--- config.mk ---
export PLATFORM = sky130hd
export DESIGN_NAME = bba_front
export DESIGN_NICKNAME = d
export VERILOG_FILES = /design/src/rtl/bba_pkg.sv /design/src/rtl/bba_front.sv
export SDC_FILE = /design/constraint.sdc
export NUM_CORES = 1
export LEC_CHECK = 0
export ABC_AREA = 1
export BUFFER_PORTS_ARGS = -buffer_cell sky130_fd_sc_hd__buf_2
export CAP_MARGIN = 20
export CORE_AREA = 2 2 61 63
export DETAILED_ROUTE_END_ITERATION = 12
export DIE_AREA = 0 0 63 65
export PLACE_DENSITY = 0.78
export SLEW_MARGIN = 20
export SYNTH_ARGS = -nofsm -noshare
export SYNTH_HDL_FRONTEND = slang
export SYNTH_SLANG_ARGS = --single-unit
--- constraint.sdc ---
create_clock -name vclk -period 2.5
set_clock_uncertainty 0.1 [all_clocks]
set_input_delay 0.125 -clock vclk [all_inputs]
set_output_delay 0.125 -clock vclk [all_outputs]
set_load 0.01 [all_outputs]
--- src/rtl/bba_pkg.sv ---
// Shared types and constants for the buddy block allocator.
package bba_pkg;

  localparam int MAX_ORDER   = 8;
  localparam int UNIT_W      = MAX_ORDER;
  localparam int POOL_UNITS  = 1 << MAX_ORDER;
  localparam int UNIT_SHIFT  = 8;
  localparam int POOL_BYTES  = POOL_UNITS << UNIT_SHIFT;
  localparam int ORD_W       = 4;
  localparam int QDEPTH      = 16;
  localparam int QIDX_W      = 4;
  localparam int QCNT_W      = 5;
  localparam int BIT_W       = 4;
  localparam int WORD_BITS   = 1 << BIT_W;
  localparam int WIDX_W      = UNIT_W - BIT_W;
  localparam int FADDR_W     = ORD_W + WIDX_W;
  localparam int FDEPTH      = (MAX_ORDER + 1) << WIDX_W;
  localparam int SIZE_W      = 17;
  localparam int BOFF_W      = 18;
  localparam int FRAME_W     = 32;
  localparam int TOTAL_W     = UNIT_W + 1;

  typedef enum logic [1:0] {
    ST_OK      = 2'd0,
    ST_NOSPACE = 2'd1,
    ST_QFULL   = 2'd2,
    ST_INVALID = 2'd3
  } status_e;

  typedef enum logic [1:0] {
    REQ_ALLOC   = 2'd0,
    REQ_RELEASE = 2'd1,
    REQ_CLEAN   = 2'd2
  } req_e;

  typedef enum logic [1:0] {
    OP_ALLOC,
    OP_RELEASE,
    OP_CLEAN,
    OP_REJECT
  } op_e;

  typedef struct packed {
    op_e                 op;
    logic [SIZE_W-1:0]   size;
    logic [SIZE_W-1:0]   align;
    logic [UNIT_W-1:0]   offs;
    logic [ORD_W-1:0]    order;
    logic [FRAME_W-1:0]  frame;
  } cmd_t;

  typedef enum logic [3:0] {
    BK_IDLE,
    BK_A_DIV1,
    BK_A_RD,
    BK_A_SCAN,
    BK_A_SPLIT_RD,
    BK_A_SPLIT_WR,
    BK_A_ADDR,
    BK_A_DIV2,
    BK_C_CHK,
    BK_F_RD,
    BK_F_CHK,
    BK_F_SET_RD,
    BK_F_SET_WR
  } bk_state_e;

endpackage

--- src/rtl/bba_front.sv ---
// Request decode and validation into back-end commands.
module bba_front import bba_pkg::*; (
  input  logic [1:0]         req_type_i,
  input  logic [SIZE_W-1:0]  size_bytes_i,
  input  logic [SIZE_W-1:0]  alignment_i,
  input  logic [UNIT_W-1:0]  block_offset_units_i,
  input  logic [ORD_W-1:0]   block_order_i,
  input  logic [FRAME_W-1:0] frame_count_i,
  output cmd_t               cmd_o
);

  logic [UNIT_W:0] low_mask;

  // Classify the request
  always_comb begin
    low_mask     = (UNIT_W+1)'((UNIT_W+1)'(1) << block_order_i) - (UNIT_W+1)'(1);
    cmd_o.size   = size_bytes_i;
    cmd_o.align  = alignment_i;
    cmd_o.offs   = block_offset_units_i;
    cmd_o.order  = block_order_i;
    cmd_o.frame  = frame_count_i;
    case (req_type_i)
      REQ_ALLOC: begin
        cmd_o.op = (size_bytes_i == '0) ? OP_REJECT : OP_ALLOC;
      end
      REQ_RELEASE: begin
        if (block_order_i > ORD_W'(MAX_ORDER) ||
            (block_offset_units_i & low_mask[UNIT_W-1:0]) != '0) begin
          cmd_o.op = OP_REJECT;
        end else begin
          cmd_o.op = OP_RELEASE;
        end
      end
      REQ_CLEAN: cmd_o.op = OP_CLEAN;
      default:   cmd_o.op = OP_REJECT;
    endcase
  end

endmodule

## After elaboration in Yosys (flattened, before gate mapping)

Cells that the tools add are included.

| storage, ports and cells | value |
|---|---|
| register bits | 0 |
| ROM bits | 0 |
| output and inout bits | 80 |
| memories | 0 |
| bits in latches | 0 |
| memory bits (writable) | 0 |
| logic and storage cells | 13 |
| input bits | 80 |

| cells by class | value |
|---|---|
| divide/modulo/power cells | 0 |
| reduce and logical (&&, ||, !) cells | 4 |
| multiplexer cells | 3 |
| bitwise operators | 1 |
| $add $sub $neg | 1 |
| order comparisons | 1 |
| $mul | 0 |
| shifts and indexed selects | 1 |
| equality and inequality tests | 2 |

Operators with widths:

| kind | count |
|---|---|
| $logic_not 17->1 | 1 |
| $and 8x8->8 | 1 |
| $reduce_bool 8->1 | 1 |
| $shl 1x4->8 const A | 1 |
| $sub 8x2->8 const B | 1 |
| $pmux 2 s3 | 1 |
| $gt 4x4->1 const B | 1 |
| $mux 2 | 2 |
| $eq 2x1->1 const B | 1 |
| $eq 2x2->1 const B | 1 |
| $logic_not 2->1 | 1 |
| $logic_or 1x1->1 | 1 |

## Depth between registers and ports, before layout

| logic depth | value |
|---|---|
| depth after elaboration | 7 |
| gate-level depth with buffers | 11 |
| depth with buffers taken out | 11 |

## Worst setup path after synthesis

No wires, ideal clock.

| path | value |
|---|---|
| path type | input to output |
| start | in block_order_i[2] |
| end | out cmd_o[79] (netlist name) |
| arrival | 1.042 ns |
| path buffers | 0 |
| data required time | 2.275 ns |
| setup slack | 1.233 ns |
| cell stages on the path | 10 |
| cells stage by stage | nor2_4 > nand3_1 > ha_1 > nor2_1 > nor2_1 > nand3_1 > nor2_1 > nand3_1 > nand2_1 > inv_1 |

RTL lines:

| what | RTL line | RTL |
|---|---|---|
| from (decl) | bba_front.sv:7 | `input logic [ORD_W-1:0] block_order_i,` |
| to (decl) | bba_front.sv:9 | `output cmd_t cmd_o` |

==> results.ini <==
[synthesis]
syn_nets=215
yosys_warnings=0
synth_compound_area_share_pct=0.585
synth-xor-area-share_pct=0
synth_fa_ha_area_share_pct=1.46
synthMuxAreaShare_pct=0
yosys.cell_types.count=14
ys_seq_area_share_pct=0
yosys.area_share.simple_pct=26.0
avgSynthCellArea_um2=6.39
netlist_area_um2=856
syn_inst=134
synth_top_family_by_area=buffers and inverters

[placed_design]
place_area_um2=641
place_congestion=0.706
dpl.hpwl_um=2010
dpl.cell_count=166
port_buffers=62

[pwr]
ir_drop_mv=0.0304
leakagePower_nw=0.383
powerDensity_nw_per_um2=160

[timing]
worst_pin_slew_ps=210
min_period_ps=1580
rsz0062_at_grt=false
relSlewSlack_pct=85.9
fin_setup_tns_ps=0
hold_violations=0
drv_slew=0
setup_violations=0
period_share_pct=63.3
max_freq_mhz=632

[clock_network]
cts_setup_buffers=0
post_cts_resized=0
cts_hold_buf=0

[critical_path]
critPathKind=in -> out
critPathLaunchType=input pin
cp_top_family=simple AND/OR/NAND/NOR gates
cp_cell_sequence=buf_2, nor2_4, nand3_1, ha_1, nor2_1, nor2_1, nand3_1, nor2_1, nand3_1, nand2_1, inv_1, buf_2
critPathMaxFanout=5
cp_slowest_cell=ha_1
cpPeakStageDelay_ps=270
crit_required_ps=2280
cp_num_buf_inv=3
cp-end-kind=primary output
crit_arrival_ps=1360

[routing]
num_vias=638
drtIter0Drc=3
wl_met1_um=761
routed_wirelength_um=2180
drc_errors=0
dr_wl_met2_um=1120
routed_via_density=3.84
wl_per_cell_um=13.1
top_layer_used=met4
antenna_left=0
drt_pass1_iterations=4
wl_met3_um=242

[die]
die_w_um=63
num_io_pins=160
core_area_um2=3500
die_area_um2=4100
initial_core_util_pct=24.5
fp.dieH_um=65
rows=22

[finish]
diodes=0
regArea_um2=0
design_area_um2=641
nFillCells=414
area_growth_pct=-25.1
stdcell_count=166
drive_above_1_share_pct=58.5
nFlopsAndLatches=0
fin_nets=201
final_core_util_pct=18.3
clock_buffers=0

[grt]
grt_max_degree=7
grt_pass1_vias=634
antenna_found_initial=0
grt_pass1_wl_um=3110
grt.total_usage_pct=9.67
grt-ovfl-total=0

[min_path]
worstHoldPathCells=0
holdPathEnd=cmd_o[59]
worstHoldStart=alignment_i[15]
min_path_type=in -> out

[flow_run]
max_cap_violations=0

[status]
status=finished clean

==> worst max path at each step <==
stage | slack [ps] | cells after the start | to | start
2_1_floorplan | 1230 | 10 | cmd_o[79] | block_order_i[2]
3_3_place_gp | 940 | 12 | cmd_o[79] | block_order_i[2]
3_5_place_dp | 900 | 12 | cmd_o[79] | block_order_i[2]
4_1_cts | 900 | 12 | cmd_o[79] | block_order_i[2]
5_1_grt | 790 | 12 | cmd_o[79] | block_order_i[2]
6_report | 920 | 12 | cmd_o[79] | block_order_i[2]
==> layout by cell type (no fill, tap or decap) <==
cell type / instances
nor2_1: 11
nand4_1: 2
nor2_4: 2
nand3_1: 7
inv_2: 2
nand2_2: 1
nand3b_1: 3
buf_2: 62
ha_1: 1
nor2_2: 2
nand2_1: 16
nor3_1: 2
o21ai_1: 1
inv_1: 6
==> report_power, final <==
group | switching [mW] | leakage [nW] | total, mW | internal (mW)
Combinational | 0.0568 | 0.383 | 0.103 | 0.0460
Sequential | 0 | 0 | 0 | 0
Clock | 0 | 0 | 0 | 0
Total | 0.0568 | 0.383 | 0.103 | 0.0460
==> kinds of logic (layout without fill, tap and decap cells) <==
family,count (synthesis),in the layout
and+or+nand+nor,46,46
adders and majority gates,1,1
buffers and inverters,86,70
AOI/OAI and AO/OA,1,1
==> routing by layer <==
| metal | up-vias | global-route usage, % |
|---|---|---|
| met2 | 65 | 18.2 |
| met5 | - | 0 |
| met3 | 12 | 2.95 |
| li1 | 305 | - |
| met1 | 256 | 10.0 |
| met4 | 0 | 3.61 |
==> area by class of cell <==
cell class	count	area, µm²	area share [%]
tap	48	60.1	9.38
inverter	8	30.0	4.69
multi-input combinational	48	240	37.5
timing repair buffer	62	310	48.4
==> synth_stat cells <==
master    count  area (µm²)
buf_4        78         586
ha_1          1        12.5
inv_1         6        22.5
inv_2         2        7.51
nand2_1      16        60.1
nand2_2       1        6.26
nand3_1       7        35.0
nand3b_1      3        22.5
nand4_1       2        12.5
nor2_1       11        41.3
nor2_2        2        12.5
nor2_4        2        22.5
nor3_1        2        10.0
o21ai_1       1        5.00
==> stage by stage <==
stage / hold slack (ps) / setup slack, ps / power (mW)
2_1_floorplan: 239 / 1230 / 0.154
3_3_place_gp: 150 / 936 / 0.103
3_5_place_dp: 150 / 899 / 0.104
4_1_cts: 150 / 898 / 0.105
5_1_grt: 150 / 790 / 0.114
6_report: 150 / 918 / 0.103
No activity file was read; power rests on OpenSTA's default activity.
