<file path="src/rtl/bba_pkg.sv">
// Shared types and constants for the buddy block allocator.
package bba_pkg;

  localparam int MAX_ORDER   = 8;
  localparam int UNIT_W      = MAX_ORDER;
  localparam int POOL_UNITS  = 1 << MAX_ORDER;
  localparam int UNIT_SHIFT  = 8;
  localparam int POOL_BYTES  = POOL_UNITS << UNIT_SHIFT;
  localparam int ORD_W       = 4;
  localparam int QDEPTH      = 16;
  localparam int QIDX_W      = 4;
  localparam int QCNT_W      = 5;
  localparam int BIT_W       = 4;
  localparam int WORD_BITS   = 1 << BIT_W;
  localparam int WIDX_W      = UNIT_W - BIT_W;
  localparam int FADDR_W     = ORD_W + WIDX_W;
  localparam int FDEPTH      = (MAX_ORDER + 1) << WIDX_W;
  localparam int SIZE_W      = 17;
  localparam int BOFF_W      = 18;
  localparam int FRAME_W     = 32;
  localparam int TOTAL_W     = UNIT_W + 1;

  typedef enum logic [1:0] {
    ST_OK      = 2'd0,
    ST_NOSPACE = 2'd1,
    ST_QFULL   = 2'd2,
    ST_INVALID = 2'd3
  } status_e;

  typedef enum logic [1:0] {
    REQ_ALLOC   = 2'd0,
    REQ_RELEASE = 2'd1,
    REQ_CLEAN   = 2'd2
  } req_e;

  typedef enum logic [1:0] {
    OP_ALLOC,
    OP_RELEASE,
    OP_CLEAN,
    OP_REJECT
  } op_e;

  typedef struct packed {
    op_e                 op;
    logic [SIZE_W-1:0]   size;
    logic [SIZE_W-1:0]   align;
    logic [UNIT_W-1:0]   offs;
    logic [ORD_W-1:0]    order;
    logic [FRAME_W-1:0]  frame;
  } cmd_t;

  typedef enum logic [3:0] {
    BK_IDLE,
    BK_A_DIV1,
    BK_A_RD,
    BK_A_SCAN,
    BK_A_SPLIT_RD,
    BK_A_SPLIT_WR,
    BK_A_ADDR,
    BK_A_DIV2,
    BK_C_CHK,
    BK_F_RD,
    BK_F_CHK,
    BK_F_SET_RD,
    BK_F_SET_WR
  } bk_state_e;

endpackage

</file>
<file path="src/rtl/bba_cmd_fifo.sv">
// Two-entry command queue between front and back end.
module bba_cmd_fifo import bba_pkg::*; (
  input  logic clk_i,
  input  logic rst_ni,
  input  logic push_i,
  input  cmd_t cmd_i,
  output logic full_o,
  input  logic pop_i,
  output logic valid_o,
  output cmd_t cmd_o
);

  cmd_t       mem_q [2];
  logic       wp_q, rp_q;
  logic [1:0] cnt_q;
  logic       do_push, do_pop;

  assign full_o  = (cnt_q == 2'd2);
  assign valid_o = (cnt_q != 2'd0);
  assign cmd_o   = mem_q[rp_q];
  assign do_push = push_i && !full_o;
  assign do_pop  = pop_i && valid_o;

  // Store pushed commands
  always_ff @(posedge clk_i) begin
    if (do_push) begin
      mem_q[wp_q] <= cmd_i;
    end
  end

  // Advance pointers
  always_ff @(posedge clk_i or negedge rst_ni) begin
    if (!rst_ni) begin
      wp_q  <= 1'b0;
      rp_q  <= 1'b0;
      cnt_q <= 2'd0;
    end else begin
      if (do_push) wp_q <= ~wp_q;
      if (do_pop)  rp_q <= ~rp_q;
      cnt_q <= cnt_q + 2'(do_push) - 2'(do_pop);
    end
  end

endmodule

</file>
<file path="config.mk">
export PLATFORM = sky130hd
export DESIGN_NAME = bba_cmd_fifo
export DESIGN_NICKNAME = d
export VERILOG_FILES = /design/src/rtl/bba_pkg.sv /design/src/rtl/bba_cmd_fifo.sv
export SDC_FILE = /design/constraint.sdc
export NUM_CORES = 1
export LEC_CHECK = 0
export BUFFER_PORTS_ARGS = -buffer_cell sky130_fd_sc_hd__buf_2
export CAP_MARGIN = 0
export CORE_MARGIN = 8
export CORE_UTILIZATION = 25
export CTS_CLUSTER_SIZE = 40
export DETAILED_ROUTE_END_ITERATION = 8
export PLACE_DENSITY = 0.51
export SYNTH_ARGS = -nofsm -noshare
export SYNTH_HDL_FRONTEND = slang
export SYNTH_SLANG_ARGS = --single-unit
</file>
<file path="constraint.sdc">
create_clock -name clk_i -period 4.5 [get_ports clk_i]
set_input_delay 0.225 -clock clk_i [delete_from_list [all_inputs] [get_ports clk_i]]
set_output_delay 0.225 -clock clk_i [all_outputs]
set_load 0.05 [all_outputs]
</file>
# Word-level counts from Yosys, hierarchy flattened
# Memory sizes are Yosys's and may differ from the RTL's.
# Index checks and enable logic that the tools add are counted.
# word_totals
word_cells	15
n_memories	1
ramBits	160
register_bits	4
out_inout_bits	82
# classes
n_eq_ne	1
muxes	2
n_addsub	2
reduce_logical	4
bitwise_logic	2
# mem_list
name	depth	word_bits	read_ports	rd_clocked_by_memory_dff	write_ports	line_no	source
mem_q	2	80	1	0	1	bba_cmd_fifo.sv:13	cmd_t mem_q [2];
# ops
cell	count
adder 2 x 1 -> 2 bit	1
== test 2 bit (second input constant)	1
logical AND 1 bit	2
two-way mux 1 bit	2
inverter 1 bit	2
nonzero test 2 bit	1
subtractor 2 x 1 -> 2 bit	1
logical NOT 1 bit	1

# Longest topological paths before layout
# logic_depth
word_depth	5
mapped_depth	7

# Least setup slack after synthesis
# No wires, ideal clock.
# synth_timing
path_type	reg2reg
start	register cnt_q[1]
end	memory mem_q[0][0] (netlist name), enable pin
path_slack_ps	56
arrival_ps	3925
path_stages_with_launch	4
synth_period_minus_slack_ps	4444
cell_sequence	dfrtp_1 -> nand2b_1 -> nand2_1 -> nor2_1
# synth_via
elab_chain_len	5
# synth_lines
item	line_no	source
start, declared	bba_cmd_fifo.sv:15	logic [1:0] cnt_q;
start signal, assigned	bba_cmd_fifo.sv:40	cnt_q <= cnt_q + 2'(do_push) - 2'(do_pop);
== test 2 bit	bba_cmd_fifo.sv:18	assign full_o = (cnt_q == 2'd2);
logical NOT 1 bit	bba_cmd_fifo.sv:21	assign do_push = push_i && !full_o;
logical AND 1 bit	bba_cmd_fifo.sv:21	
two-way mux 1 bit	bba_cmd_fifo.sv:26	if (do_push) begin
two-way mux 1 bit (implied by the code)	bba_cmd_fifo.sv:27	mem_q[wp_q] <= cmd_i;
end, declared	bba_cmd_fifo.sv:13	
# No other way between the ends.

==> results by group <==
Synth
  – Yosys cell types: 16
  – Largest area contributor in the netlist: edfxtp_1
  – Syn Area/Cell: 23.88 um2
  – Synth Register Bits: 164
  – Syn Inst Count: 267
  – Yosys top cell area share: 0.7535
  – Synth Cell Area: 6376 um2
  – Net Count, Synth: 353
  – Sequential share of the synthesized area: 0.7692
  – Synthesis Warnings: 0
  – Synth top area cells: edfxtp_1 (75%), mux2_4 (19%), buf_12 (2.5%)

STA
  – Endpoints failing setup: 0
  – Crit share post-route: 0.6088
  – Slew at the pin with the worst max-slew slack: 1160 ps
  – Post-layout min period: 2740 ps
  – Slew Limit Headroom: 0.2263
  – Pins Over Slew Limit: 0
  – Hold Worst Slack: 104.8 ps
  – FMAX: 365.0 MHz
  – Hold Fails Final Rpt: 0
  – Worst Slack Setup Final: 1760 ps
  – Unrepaired setup endpoints after global routing: false
  – Post-Route Skew: 11.02 ps
  – Fin Setup TNS: 0 ps

Routing
  – DRC viols: 0
  – Initial DRT Pass Iterations: 4
  – Vias per cell: 3.845
  – Routed Antenna Nets: 0
  – Routed wire per std cell: 15.34 um
  – DR iter-0 viols: 121
  – Via count of the routed design: 3341
  – Final wirelength: 13330 um

Floorplan
  – Row count: 58
  – Initial core utilization: 0.2539
  – Die area: 30870 um2
  – Die Wd: 175.7 um
  – # IOs: 166
  – Core box area: 25110 um2
  – Die Height: 175.7 um

Setup path
  – Worst R2R Path Depth: 4
  – Worst EP arrival: 2510 ps
  – Worst setup path category: reg -> out
  – CP Data Required Time: 4280 ps
  – CP startpoint kind: flip-flop
  – RR Startpoint: cnt_q[0]
  – R2R Setup Slk: 2210 ps
  – Worst R2R End: mem_q[0][75]
  – Crit path to: cmd_o[10]
  – Crit. End Element: output pin
  – Worst Path Max Fanout: 48
  – Crit path from: rp_q

Cells and area
  – Most common cell after layout, fill and taps aside: buf_2
  – Most frequent cells in the layout: buf_2 (165), edfxtp_1 (160), dlygate4sd3_1 (81), mux2_4 (79), clkbuf_16 (17)
  – # fillers: 2415
  – # nets final: 612
  – Share of cells above drive strength 1: 0.5195
  – N_diodes: 0
  – Area Overhead vs Synth: 39.13%
  – Post-Layout Cell Count: 869

Placed design
  – Dpl ws: 2142 ps
  – Cells after DPL: 756
  – Final HPWL from detailed placement: 8650 um
  – Port bufs: 165
  – Gpl congestion: 0.6719

Clock network
  – Post-CTS Setup Repair Bufs: 0
  – Clk buf depth: 2
  – CTS tree: built
  – Worst skew pair latency: 420 ps
  – Clock Pin Slew Worst Setup and Hold Paths: 60 ps
  – TritonCTS buffer count: 17
  – Root Buffer: clkbuf_16
  – H-tree lvl count: 4
  – CTS Sinks: 164
  – Post-CTS sizing: 0

Job
  – Max Cap Viol: 0

Power
  – Seq pwr share: 0.360
  – NetSw: 2573 uW
  – Clock share of power: 0.223
  – Proportion of power drawn by combinational gates: 0.417
  – Pint: 3811 uW
  – Leakage: 0.003520 uW
  – Sw Ratio: 0.4030
  – Pwr dens: 719.7 nW/um2
  – VDD IR max: 0.3512 mV
  – Total power: 6384 uW

Hold path
  – HP Class: in -> reg

Global routing
  – Initial antenna violation count: 0
  – GRT overflow: 0
  – GR Util All Layers: 0.08833
  – Largest net degree at the start of global routing: 81
  – Global-route wire length before repair: 21070 um
  – Vias in the first global route: 3883

Status
  – Run status: completed
## power by group through the flow
stage | sequential [uW] | clock (uW) | combinational (uW)
5_1_grt | 2340 | 1530 | 2810
3_5_place_dp | 2350 | 0 | 2660
3_3_place_gp | 2330 | 0 | 2640
6_report | 2300 | 1420 | 2660
2_1_floorplan | 2220 | 0 | 2360
4_1_cts | 2320 | 1470 | 2720
## timing repair
action	in CTS	in global routing
hold buffers	81	0
setup endpoints to repair	0	0
endpoints found under the hold margin	164	0
## state kept, by name, summed over array words and instances (netlist names)
register and count:
cnt_q 2, wp_q 1, rp_q 1, mem_q 160
## cell type report
cell class	instances	area (um2)	area share
Timing Repair Buffer	249	1672	0.1884
Sequential cell	164	4908	0.5533
Clock buffer	20	436.7	0.04922
Multi-Input combinational cell	92	1305	0.1471
Inverter	2	7.507	0.0008463
Tap cell	330	412.9	0.04654
Clock inverter	12	128.9	0.01453
## how the worst min path moves through the flow
stage	startpoint	endpoint	slack, ps	depth (start not counted)
after floorplan	rst_ni	cnt_q[0]	-70	0
after global placement	rst_ni	rp_q	30	1
after detailed placement	rst_ni	wp_q	40	1
after CTS	pop_i	rp_q	80	3
after global routing	pop_i	rp_q	90	3
final	pop_i	rp_q	100	3
## Yosys cell counts
library cell  number
nand2_1            1
buf_12             8
and2_4             1
nor2_1             1
or2_1              1
buf_6              1
inv_1              2
mux2_2             1
dfrtp_1            4
edfxtp_1         160
ha_1               2
mux2_4            79
and3_1             1
xnor2_1            3
xor2_1             1
nand2b_1           1
## routing by layer
layer | track usage | wire (um) | share of wire | vias to the layer above
met1 | 0.09762 | 5521 | 0.41 | 1669
met2 | 0.1515 | 6824 | 0.51 | 95
met5 | 0 | 0 | 0 | -
li1 | - | - | - | 1572
met3 | 0.03736 | 870 | 0.065 | 5
met4 | 0.02755 | 110 | 0.0083 | 0
## logic make-up after synthesis
group	Yosys count	synth area share
adder cells (fa/ha/maj)	2	0.003924
multiplexers	80	0.1878
XOR/XNOR	4	0.005496
buffers and inverters	11	0.02806
flip-flops	164	0.7692
AND/OR/NAND/NOR	6	0.005496
## worst max-delay path, stage by stage (launching register included)
cell     delay [ps]
dfrtp_4        1050
buf_4           470
mux2_4          340
buf_2           210
## per-stage QoR
step,util,instance area [um2]
floorplan,-,6376
global placement,0.2985,7495
detailed placement,0.2985,7495
CTS,0.3533,8871
global route,0.3533,8871
finish,0.3533,8871
Note: power is estimated with default switching activity, not from simulation.
